[src/rtl/ppc_ram.sv]
// Generic single-port-write, single-port-read RAM with registered read data.
// Depends on nothing.
module ppc_ram #(
    parameter int WIDTH = 32,
    parameter int DEPTH = 16
) (
    input  logic                     aclk,
    input  logic                     we,
    input  logic [$clog2(DEPTH)-1:0] waddr,
    input  logic [WIDTH-1:0]         wdata,
    input  logic [$clog2(DEPTH)-1:0] raddr,
    output logic [WIDTH-1:0]         rdata
);

    logic [WIDTH-1:0] mem [DEPTH];

    always_ff @(posedge aclk) begin
        if (we) begin
            mem[waddr] <= wdata;
        end
        rdata <= mem[raddr];
    end

endmodule

[config.mk]
export PLATFORM = sky130hd
export DESIGN_NAME = ppc_ram
export DESIGN_NICKNAME = d
export VERILOG_FILES = /design/src/rtl/ppc_ram.sv
export SDC_FILE = /design/constraint.sdc
export NUM_CORES = 1
export LEC_CHECK = 0
export BUFFER_PORTS_ARGS = -buffer_cell sky130_fd_sc_hd__buf_2
export CELL_PAD_IN_SITES_DETAIL_PLACEMENT = 2
export CELL_PAD_IN_SITES_GLOBAL_PLACEMENT = 2
export CORE_ASPECT_RATIO = 0.6
export CORE_MARGIN = 2
export CORE_UTILIZATION = 40
export DETAILED_ROUTE_END_ITERATION = 10
export PLACE_DENSITY = 0.65
export SYNTH_ARGS = -nofsm -noshare
export SYNTH_HDL_FRONTEND = slang
export SYNTH_SLANG_ARGS = --single-unit
[constraint.sdc]
create_clock -name aclk -period 8.8 [get_ports aclk]
set_clock_uncertainty 0.15 [all_clocks]
set_input_delay 1.32 -clock aclk [delete_from_list [all_inputs] [get_ports aclk]]
set_output_delay 1.32 -clock aclk [all_outputs]
set_load 0.01 [all_outputs]
Word level (Yosys, flattened, before mapping)
Memory sizes are Yosys's and may differ from the RTL's. A register that Yosys moved wholly into a read port is not among the register bits.
Index checks and enable logic that the tools add are counted.
- register bits after elaboration: 0
- bits in writable memories: 512
- input port bits: 42
- output and inout port bits: 32
- logic and storage cells: 3
- memories kept: 1
- mux-type cells: 2
- memories (memory ; depth ; bits a word ; rd ports ; clocked after Yosys merged registers in ; write ports ; line ; source):
    mem ; 16 ; 32 ; 1 ; 1 ; 1 ; 15 ; logic [WIDTH-1:0] mem [DEPTH];
- operator list (kind ; count):
    2-to-1 mux 1 bit ; 2

Depth between registers and ports, before layout
- depth after elaboration: 2
- mapped depth: 5
- depth with buffers taken out: 3

Least setup slack after synthesis
Ideal clock, no wire load.
- path kind: input to register
- from: in waddr[2]
- to: mem mem[0][0] (enable)
- library setup time: 461 ps
- data arrival time: 4038 ps
- required time: 8189 ps
- slack: 4150 ps
- cell stages on the path: 2
- path buffers: 0
- cells stage by stage: or3b_2 > nor3_1
- RTL lines (element ; line ; source):
    start, declared ; 9 ; input logic [$clog2(DEPTH)-1:0] waddr,
    end, declared ; 15 ;
Straight into the memory's write port.

==> metrics.cfg <==
[sta]
tightestPinTransition_ns=1.07
slew_violations=0
final_hold_viol_count=0
fmax_ghz=0.283
slew_headroom=0.285
tns_ns=0
whs_ns=0.522
period_needed_ns=3.53
rsz0062_at_grt=false
setup_slack_ns=5.27
timing.final.crit_share=0.401
setup-violations-final=0

[cts]
cts_inserted_buffers=50
cts_tree=built
cts_hold_buf=0
cts_root_buf=clkbuf_16
htreeDepth=2
clk_latency_ns=0.58
post_cts_buffers=0
cts_max_path_buffers=3
cts.clk_slew.worst_paths_ns=0.06
ctsResizeCount=0
clkSinkCount=544

[route]
wirelength_um=48900
wl_per_cell_um=30.0
drtAntennaViolNets=0
met2RoutedLength_um=24500
drtIter0Drc=733
drc=0
first_pass_iters=5
vias=9115
wl_met3_um=2030
top_layer_used=met5
vias_per_cell=5.58
wl_met1_um=21600

[run]
drv_cap=0

[die]
die_width_um=292
initial_utilization=0.404
die_y_um=177
dieArea_um2=51500
core_um2=49200
row_count=63
pin_count=74

[final_layout]
multi_input_area_um2=3750
final_nets=985
layout-drive-gt1-share=0.317
area_growth_pct=14.3
most-common-layout-cells=512 x edfxtp_1, 128 x mux4_2, 71 x buf_2, 64 x a22oi_1, 53 x clkbuf_16
layout.cells.most_common=edfxtp_1
final_cells=1634
regArea_um2=16000
utilization=0.461
antennaDiodeCount=0
fillers=4336

[logic_synthesis]
post_synth.cell_area_avg_um2=23.7
yosys.area.top_type_share=0.774
yosysTopAreaCell=edfxtp_1
yosys.cell_types.count=18
netlist_area_um2=19900
ys_warn_count=0
synthTopCellsByArea=edfxtp_1 77%, mux4_2 15%, dfxtp_1 3.2%, a22oi_1 2.4%, nand2_1 0.62%
yosys.area_share.xor_xnor=0
synth_nets=880
ys_seq_area_frac=0.807
yosys.area_share.simple=0.0127
synth-compound-area-share=0.0242
syn_inst=838
synth_top_family_by_area=multiplexers
synthAdderAreaFrac=0
synthMuxAreaShare=0.145
synth-seq-cells=544

[grt]
overflow=0
grtUsageTotal=0.195
grt_pass1_vias=10198
grt_max_degree=70
grt_pass1_wl_um=71900
antenna_found_initial=1

[setup_path]
path_class=input port to flop
crit_chain=clkbuf_8, buf_4, mux4_2, a22oi_1, nand2_1
end_kind=flop
crit_buf_inv=2
start_kind=input port
path_delay_family=buffers and inverters
crit_path_max_fanout=56
required_ns=9.11
cp_data_arrival_time_ns=3.84
slowest_stage=buf_4
slowest_delay_ns=0.83

[outcome]
outcome=complete, no violations

[power_and_ir_drop]
powerDensity_nw_per_um2=233
leakagePower_uw=0.00721
peakVddDrop_uv=180

[placed_design]
place_inst=1541
pre_cts_slack_ns=4.59
dpl.hpwl_um=24200
io_buffers=73
routabilityCongestion=0.658

[min_path]
min_path_type=flop to flop

worst min-delay path, delay by kind of cell, from the launching register on:
kind               cells  cell delay, ns
DFF                    1            0.31
muxes                  1            0.22
AOI/OAI and AO/OA      1            0.06
and+or+nand+nor        1            0.05
layer usage:
metal  up-vias  track usage
met2       199        0.333
met3        72       0.0313
met1      5060        0.266
li1       3782            -
met4         2       0.0415
met5         -            0
kinds of logic (layout without fill, tap and decap cells):
family | after synthesis | after routing
AOI/OAI and AO/OA | 64 | 64
buffers and inverters | 43 | 189
DFF | 544 | 544
muxes | 128 | 128
and+or+nand+nor | 59 | 59
power by group:
group | internal, uW | switching, uW
clock network | 1170 | 931
registers | 2900 | 20.6
logic | 102 | 159
total | 4170 | 1110
cell usage after synthesis:
master	number
nand2b_1	2
buf_2	4
buf_1	9
nand3b_1	2
edfxtp_1	512
nor2b_1	2
or3b_2	1
and2_1	1
a22oi_1	64
nor3_1	4
nand2_1	33
clkbuf_1	17
buf_6	2
mux4_2	128
nand3_1	1
buf_4	11
dfxtp_1	32
nor2_1	13
sequential cells by signal, summed over array words and instances, names as in the netlist:
| name | flops |
|---|---|
| mem | 512 |
| rdata | 32 |
final timing paths:
path,cells after the start,from,to,slack (ns)
worst max-delay path,5,raddr[0],rdata[19]$_DFF_P_,5.27
worst min-delay path,3,mem[14][6]$_DFFE_PP_,rdata[6]$_DFF_P_,0.52
worst max register to register,3,mem[3][19]$_DFFE_PP_,rdata[19]$_DFF_P_,7.27
worst min register to register,3,mem[14][6]$_DFFE_PP_,rdata[6]$_DFF_P_,0.52
metrics by stage:
stage | total power, uW | area [um^2]
after floorplan | 3110 | 19900
after global placement | 3220 | 21100
after detailed placement | 3240 | 21100
after CTS | 5350 | 22700
after global routing | 5460 | 22700
final | 5280 | 22700
final cells by class:
class	instances	area share
Clock buffer	73	0.0639
Multi-Input combinational cell	251	0.165
Sequential cell	544	0.706
Clock inverter	20	0.00502
Tap cell	650	0.0358
Timing Repair Buffer	96	0.0244
(Power assumes the default switching activity.)
