## config.mk

```make
export PLATFORM = sky130hd
export DESIGN_NAME = ppc_interp
export DESIGN_NICKNAME = d
export VERILOG_FILES = /design/src/rtl/ppc_pkg.sv /design/src/rtl/ppc_interp.sv
export SDC_FILE = /design/constraint.sdc
export NUM_CORES = 2
export LEC_CHECK = 0
export BUFFER_PORTS_ARGS = -buffer_cell sky130_fd_sc_hd__buf_2
export CAP_MARGIN = 10
export CORE_ASPECT_RATIO = 1.5
export CORE_MARGIN = 2
export CORE_UTILIZATION = 35
export CTS_CLUSTER_SIZE = 14
export DETAILED_ROUTE_END_ITERATION = 10
export GPL_TIMING_DRIVEN = 0
export PLACE_DENSITY_LB_ADDON = 0.25
export SLEW_MARGIN = 20
export SYNTH_ARGS = -nofsm -noshare
export SYNTH_HDL_FRONTEND = slang
export SYNTH_SLANG_ARGS = --single-unit
```

## constraint.sdc

```tcl
create_clock -name aclk -period 16.5 [get_ports aclk]
set_input_delay 3.3 -clock aclk [delete_from_list [all_inputs] [get_ports aclk]]
set_output_delay 3.3 -clock aclk [all_outputs]
set_load 0.005 [all_outputs]
```

## src/rtl/ppc_pkg.sv

```systemverilog
// Package for the polygon plane clipper.
// Holds the vertex and result types and the state machine encodings.
// Used by ppc_interp and the top level; depends on nothing.
package ppc_pkg;

    localparam int ATTR_W = 32;
    localparam int NUM_ATTR = 6;
    localparam int MIN_VERTS = 3;

    typedef struct packed {
        logic [NUM_ATTR-1:0][ATTR_W-1:0] attr;
        logic [ATTR_W-1:0]               plane_d;
    } vert_rec_t;

    typedef struct packed {
        logic                            overflow;
        logic                            empty_res;
        logic                            last_out;
        logic                            is_new;
        logic [NUM_ATTR-1:0][ATTR_W-1:0] attr;
    } result_t;

    typedef enum logic [3:0] {
        S_LOAD,
        S_RDPRE,
        S_GETPRE,
        S_RDCUR,
        S_GETCUR,
        S_EMITPRE,
        S_CROSS,
        S_ISTART,
        S_IWAIT,
        S_PUSHNEW,
        S_NEXT,
        S_FINAL
    } state_t;

    typedef enum logic [2:0] {
        IP_IDLE,
        IP_MUL_LO,
        IP_MUL_HI,
        IP_DIV,
        IP_DONE
    } ip_state_t;

endpackage

```

## src/rtl/ppc_interp.sv

```systemverilog
// Sequential interpolation unit: p + trunc((c - p) * pd / (pd - cd)).
// Split multiply over IP_MUL_LO and IP_MUL_HI, then a one-bit-per-cycle restoring divide.
// Depends on ppc_pkg.
module ppc_interp (
    input  logic        aclk,
    input  logic        aresetn,
    input  logic        start,
    input  logic [31:0] p,
    input  logic [31:0] c,
    input  logic [31:0] pd,
    input  logic [31:0] cd,
    output logic        done,
    output logic [31:0] result
);

    localparam int QW = 34;

    ppc_pkg::ip_state_t state_reg, state_next;
    logic [5:0]  cnt_reg;
    logic [32:0] diff_mag_reg;
    logic [31:0] pd_mag_reg;
    logic [32:0] den_mag_reg;
    logic        neg_reg;
    logic [31:0] p_reg;
    logic [64:0] prod_reg;
    logic [32:0] rem_reg;
    logic [QW-1:0] quo_reg;

    logic [32:0] diff;
    logic [32:0] den;
    logic [64:0] sum_hi;
    logic [33:0] trial;
    logic        ge;
    logic [31:0] q_abs;

    assign diff   = {c[31], c} - {p[31], p};
    assign den    = {pd[31], pd} - {cd[31], cd};
    assign sum_hi = prod_reg + {49'(diff_mag_reg) * 49'(pd_mag_reg[31:16]), 16'b0};
    assign trial  = {rem_reg, prod_reg[QW-1]};
    assign ge     = trial >= {1'b0, den_mag_reg};
    assign q_abs  = quo_reg[31:0];

    always_comb begin
        state_next = state_reg;
        case (state_reg)
            ppc_pkg::IP_IDLE:   if (start) state_next = ppc_pkg::IP_MUL_LO;
            ppc_pkg::IP_MUL_LO: state_next = ppc_pkg::IP_MUL_HI;
            ppc_pkg::IP_MUL_HI: state_next = ppc_pkg::IP_DIV;
            ppc_pkg::IP_DIV:    if (cnt_reg == 6'(QW - 1)) state_next = ppc_pkg::IP_DONE;
            ppc_pkg::IP_DONE:   state_next = ppc_pkg::IP_IDLE;
            default:            state_next = ppc_pkg::IP_IDLE;
        endcase
    end

    always_comb begin
        done   = (state_reg == ppc_pkg::IP_DONE);
        result = p_reg + (neg_reg ? (32'd0 - q_abs) : q_abs);
    end

    always_ff @(posedge aclk) begin
        if (!aresetn) begin
            state_reg <= ppc_pkg::IP_IDLE;
        end else begin
            state_reg <= state_next;
        end
        case (state_reg)
            ppc_pkg::IP_IDLE: begin
                diff_mag_reg <= diff[32] ? (33'd0 - diff) : diff;
                pd_mag_reg   <= pd[31] ? (32'd0 - pd) : pd;
                den_mag_reg  <= den[32] ? (33'd0 - den) : den;
                neg_reg      <= diff[32] ^ pd[31] ^ den[32];
                p_reg        <= p;
            end
            ppc_pkg::IP_MUL_LO: begin
                prod_reg <= {16'b0, 49'(diff_mag_reg) * 49'(pd_mag_reg[15:0])};
            end
            ppc_pkg::IP_MUL_HI: begin
                prod_reg <= sum_hi;
                rem_reg  <= {2'b0, sum_hi[64:QW]};
                quo_reg  <= '0;
                cnt_reg  <= '0;
            end
            ppc_pkg::IP_DIV: begin
                rem_reg  <= ge ? 33'(trial - {1'b0, den_mag_reg}) : trial[32:0];
                quo_reg  <= {quo_reg[QW-2:0], ge};
                prod_reg <= {prod_reg[63:0], 1'b0};
                cnt_reg  <= cnt_reg + 6'd1;
            end
            default: begin
            end
        endcase
    end

endmodule

```

==> Word level (Yosys, flattened, before mapping) <==
Cells that the tools add are included.
{ "classes": {"bitwise_logic": 2, "multipliers": 2, "add_sub_neg": 10, "n_lt_le_gt_ge": 1, "n_reduce_logical": 4, "n_mux": 12, "eq_ne": 7} }
{ "ops": {"columns": ["op", "count"], "rows": [
  ["$pmux 65 s3", 1],
  ["$mul 33x16->49", 2],
  ["$mux 32", 3],
  ["$pmux 33 s2", 1],
  ["$sub 1x33->33 const A", 2],
  ["$sub 32x32->33", 2],
  ["$add 65x65->65", 1],
  ["$pmux 32 s2", 1],
  ["$sub 1x32->32 const A", 2],
  ["$ge 34x33->1", 1],
  ["$mux 33", 1],
  ["$sub 33x33->33", 1],
  ["$add 32x32->32", 1],
  ["$mux 31", 1],
  ["$pmux 3 s4", 1],
  ["$pmux 6 s2", 1],
  ["$add 6x1->6 const B", 1],
  ["$eq 3x2->1 const B", 2],
  ["$eq 6x6->1 const B", 1],
  ["$mux 3", 2],
  ["$ne 2x2->1 const B", 2],
  ["$eq 3x1->1 const B", 1],
  ["$eq 3x3->1 const B", 1],
  ["$logic_not 3->1", 1],
  ["other kinds (4)", 5]
]} }
{ "word_totals": {"in_bits": 131, "register_bits": 270, "out_inout_bits": 33, "elab_cells": 51} }

==> Logic depth before layout (Yosys ltp) <==
{ "depth": {"word_depth": 3, "ltp_mapped": 40, "mapped_depth_nobuf": 37} }

==> Worst setup path before layout <==
OpenSTA, ideal clock, no wires.
{ "synth_timing": {"kind": "flip-flop to flip-flop", "from": "reg state_reg[0]", "to": "reg den_mag_reg[0], enable pin", "t_arrival_ns": 9.735, "setup_slack_ns": 5.983, "stages_incl_launch_ff": 5, "t_required_ns": 15.718, "setup_time_ns": 0.782, "n_path_buf": 3, "synth_period_minus_slack_ns": 10.517, "cell_sequence": "dfxtp_1 -> clkbuf_1 -> clkbuf_1 -> buf_1 -> nor3_1"} }
{ "synth_via": {"elab_chain_len": 1} }
{ "synth_lines": {"columns": ["item", "line_no", "source"], "rows": [
  ["from (decl)", "ppc_interp.sv:18", "ppc_pkg::ip_state_t state_reg, state_next;"],
  ["from (signal assigned)", "ppc_interp.sv:62", "state_reg <= ppc_pkg::IP_IDLE;"],
  ["from (signal assigned)", "ppc_interp.sv:64", "state_reg <= state_next;"],
  ["$logic_not 3->1", "ppc_interp.sv:66", "case (state_reg)"],
  ["to (signal assigned)", "ppc_interp.sv:70", "den_mag_reg <= den[32] ? (33'd0 - den) : den;"],
  ["to (decl)", "ppc_interp.sv:22", "logic [32:0] den_mag_reg;"]
]} }
No other way between the ends.
A chain may end at the register's enable or synchronous reset.

==> Worst setup path in the final report <==
{ "layout_timing": {"from": "reg diff_mag_reg[14]", "to": "reg rem_reg[30] (data pin)"} }
{ "layout_via": {"elab_chain_len": 3} }
{ "layout_lines": {"columns": ["item", "line_no", "source"], "rows": [
  ["from (decl)", "ppc_interp.sv:20", "logic [32:0] diff_mag_reg;"],
  ["from (signal assigned)", "ppc_interp.sv:68", "diff_mag_reg <= diff[32] ? (33'd0 - diff) : diff;"],
  ["$mul 33x16->49", "ppc_interp.sv:38", "assign sum_hi = prod_reg + {49'(diff_mag_reg) * 49'(pd_mag_reg[31:16]), 16'b0};"],
  ["$add 65x65->65", "ppc_interp.sv:38", null],
  ["$pmux 33 s2", "ppc_interp.sv:66", null],
  ["to (signal assigned)", "ppc_interp.sv:79", "rem_reg <= {2'b0, sum_hi[64:QW]};"],
  ["to (signal assigned)", "ppc_interp.sv:84", "rem_reg <= ge ? 33'(trial - {1'b0, den_mag_reg}) : trial[32:0];"],
  ["to (decl)", "ppc_interp.sv:26", "logic [32:0] rem_reg;"]
]} }
No other way between the ends.

==> Flow_metrics.wiki <==
{| class="wikitable"
! Metric !! Value
|-
| Status || completed
|-
| Antenna violations before repair || 20
|-
| Startpoint of the worst setup timing path || diff_mag_reg[14]
|-
| Setup-violating endpoint count in the final report || 0
|-
| Buffer depth of the longest clock path || 3
|-
| Count of warnings emitted by yosys || 0
|-
| Depth of the worst hold-timing path || 2
|-
| Number of remaining DRC errors || 0
|-
| Max Clock Skew || 0.0371 ns
|-
| Share of synthesized area occupied by flip-flops and latches || 14.6%
|-
| Number of post-CTS setup repair buffers || 0
|-
| Count of flip-flops with a built-in enable after synthesis || 267
|-
| Number of global-route vias before repair || 49,500
|-
| Number of storage elements in the synthesis netlist || 270
|-
| Headroom to the max-slew limit || 14.8%
|-
| Core area || 157,000 µm²
|-
| Arrival time at the worst endpoint || 11.37 ns
|-
| Max H-tree Level || 2
|-
| Pre-Repair DR Iteration Count || 6
|-
| Max Slew Vio Count || 0
|-
| Largest net degree at the start of global routing || 26
|-
| Critical Path Sink Type || flop
|-
| Top-Level Pins || 164
|-
| Initial core utilization || 35.2%
|-
| Post-route antenna net violation count || 0
|-
| Final WL || 208 mm
|-
| Total global routing track utilization || 25.9%
|-
| Total nets after synthesis || 7,736
|-
| GRT Residual Overflow || 0
|-
| DIE AREA || 161,000 µm²
|-
| Most frequent CP cell || fa_1
|-
| Leading cell type in the layout, fill and taps excluded || inv_1
|-
| Hold bufs inserted after CTS || 0
|-
| Number of CTS-inserted buffers || 34
|-
| Cts repair resizes || 0
|-
| Total via count after detailed routing || 46,500
|-
| Required time of the critical path || 16.82 ns
|-
| Hold path startpoint || prod_reg[0]
|-
| Clock tree from TritonCTS || done
|-
| Fill cell total of the finished layout || 16,300
|-
| Final period demand of the worst path || 11.05 ns
|-
| Transition time at the pin with the least slew margin || 1.27 ns
|-
| Number of nets in the layout || 7,955
|-
| Startpoint of the most critical register-to-register path || diff_mag_reg[14]
|-
| Mean post-synth cell area || 8.76 µm²
|-
| Final sum of negative setup slack || 0 ns
|-
| Sinks on the clock net || 270
|-
| Worst r2r path cells || 37
|-
| Clock Latency Late Sink || 0.61 ns
|-
| Mapped Cells || 6,307
|-
| Height of the die || 491 µm
|-
| Via/cell ratio || 5.38
|-
| Master of the slowest instance on the critical path || clkbuf_1
|-
| Fraction of the core area covered by cells at the end of the flow || 38.4%
|-
| Register clock-pin slew on the reported worst setup and hold paths || 0.06 ns
|-
| Leading cell types in the layout, fill and taps excluded || inv_1, nand2_1, fa_1, ha_1, and2_1
|-
| Chip Width || 328 µm
|-
| Routed len/inst || 24.1 µm
|-
| Share of the clock period used by the worst path after layout || 67.0%
|-
| Highest cell delay on the worst timing path || 0.93 ns
|-
| # port buffers || 163
|-
| Startpoint Class || flop
|-
| Post-synthesis instance area || 55,300 µm²
|-
| Critical-path maximum fanout || 10
|-
| Violation count after the first detailed-routing iteration || 2,989
|-
| Class of the worst hold path || flop to flop
|-
| Final Hold Vio Count || 0
|-
| Synth Flop Type || edfxtp_1
|-
| Share of synthesized registers carrying an async set or reset || 0%
|-
| Area grow syn2layout || 8.89%
|-
| Fraction of layout instances using a drive strength above 1 || 4.52%
|-
| Global-route wire length before repair || 309 mm
|-
| Core Rows || 178
|-
| Post-synth cell types || 83
|-
| Flip-flop count of the largest register after layout || 65
|-
| Smallest hold slack || 0.554 ns
|-
| Final weighted congestion in routability-driven placement || 1.03
|-
| Timing-limited maximum frequency || 0.0905 GHz
|-
| Reported max-cap violation count || 0
|-
| Total half-perimeter wirelength after legalization and detailed placement || 175 mm
|-
| Setup repair after global routing missed its margin || false
|-
| Area of the multi-input gates || 42,100 µm²
|-
| Type of the setup path with the least slack || flop to flop
|-
| Storage element area || 8080 µm²
|-
| Clk Tree Root Cell || clkbuf_16
|}
critical path, delay by kind of cell, from the launching register on:
family                   cells  cell delay [ns]
AO/OA/AOI/OAI               15             3.60
flip-flops                   1             0.64
XOR/XNOR                     3             0.67
adder cells (fa/ha/maj)      8             3.69
buffers and inverters        7             1.67
AND/OR/NAND/NOR              4             0.47
cells in the mapped netlist, types with 13 or more instances:
cell type | count | area (µm²)
nand2_1 | 961 | 3610
a31oi_1 | 33 | 206
a21oi_1 | 308 | 1540
a21boi_0 | 13 | 97.6
o31ai_1 | 29 | 218
buf_1 | 14 | 52.6
o21bai_1 | 39 | 293
nand2b_1 | 47 | 294
a21o_1 | 159 | 1190
nor3_1 | 57 | 285
nand3_1 | 78 | 390
mux2i_1 | 15 | 150
o21a_1 | 29 | 218
inv_1 | 1046 | 3930
and3_1 | 63 | 394
and2_1 | 344 | 2150
edfxtp_1 | 267 | 8020
nor4_1 | 19 | 119
xnor2_1 | 260 | 2280
or3_1 | 19 | 119
fa_1 | 869 | 17400
ha_1 | 429 | 5370
or2_2 | 13 | 81.3
clkbuf_1 | 301 | 1130
o41ai_1 | 14 | 123
o211ai_1 | 22 | 165
xor2_1 | 108 | 946
nand4_1 | 42 | 263
a211oi_1 | 59 | 443
or4_1 | 15 | 113
nor2_1 | 205 | 769
nor2b_1 | 28 | 175
o21ai_0 | 238 | 1190
per-stage QoR:
step | instances | setup slack, ns | instance area (µm²)
6_report | 8629 | 5.45 | 60200
5_1_grt | 8623 | 5.02 | 60200
2_1_floorplan | 6307 | 5.98 | 55300
3_3_place_gp | 8540 | 0.950 | 58700
4_1_cts | 8621 | 5.58 | 60100
3_5_place_dp | 8560 | 5.60 | 58900
per-layer routing:
layer	vias to the layer above	track usage (%)	part of all wire [%]
li1	20700	-	-
met1	23300	26.3	34
met2	1707	46.1	50
met3	666	3.25	5.0
met4	6	23.6	11
met5	-	0	0.018
final cells by class:
type,instances,area share [%]
Multi-Input combinational cell,4673,70.0
Sequential cell,270,13.4
Inverter,1046,6.53
Tap cell,2070,4.30
Buffer,318,2.00
Timing Repair Buffer,183,1.75
Clock buffer,40,1.45
Clock inverter,21,0.526
Antenna cell,8,0.0333
cell families (layout without fill, tap and decap cells):
logic type	after synthesis	in the layout	share of synthesized area [%]
and+or+nand+nor	1933	1933	16.6
buffers and inverters	1364	1608	9.27
adders and majority gates	1298	1298	41.2
AOI/OAI and AO/OA	1057	1057	12.2
xor gates and xnor gates	368	368	5.83
DFF	270	270	14.6
muxes	17	17	0.312
other	0	8	0
worst paths after layout:
| kind | endpoint | slack (ns) |
|---|---|---|
| setup / recovery | rem_reg[30] | 5.45 |
| setup reg to reg | rem_reg[30] | 5.45 |
| hold reg to reg | prod_reg[1] | 0.55 |
| hold / removal | prod_reg[1] | 0.55 |
Power is left out: the tool's default activity adds up to more than one toggle a clock period on the data nets, which glitch-free logic cannot reach.
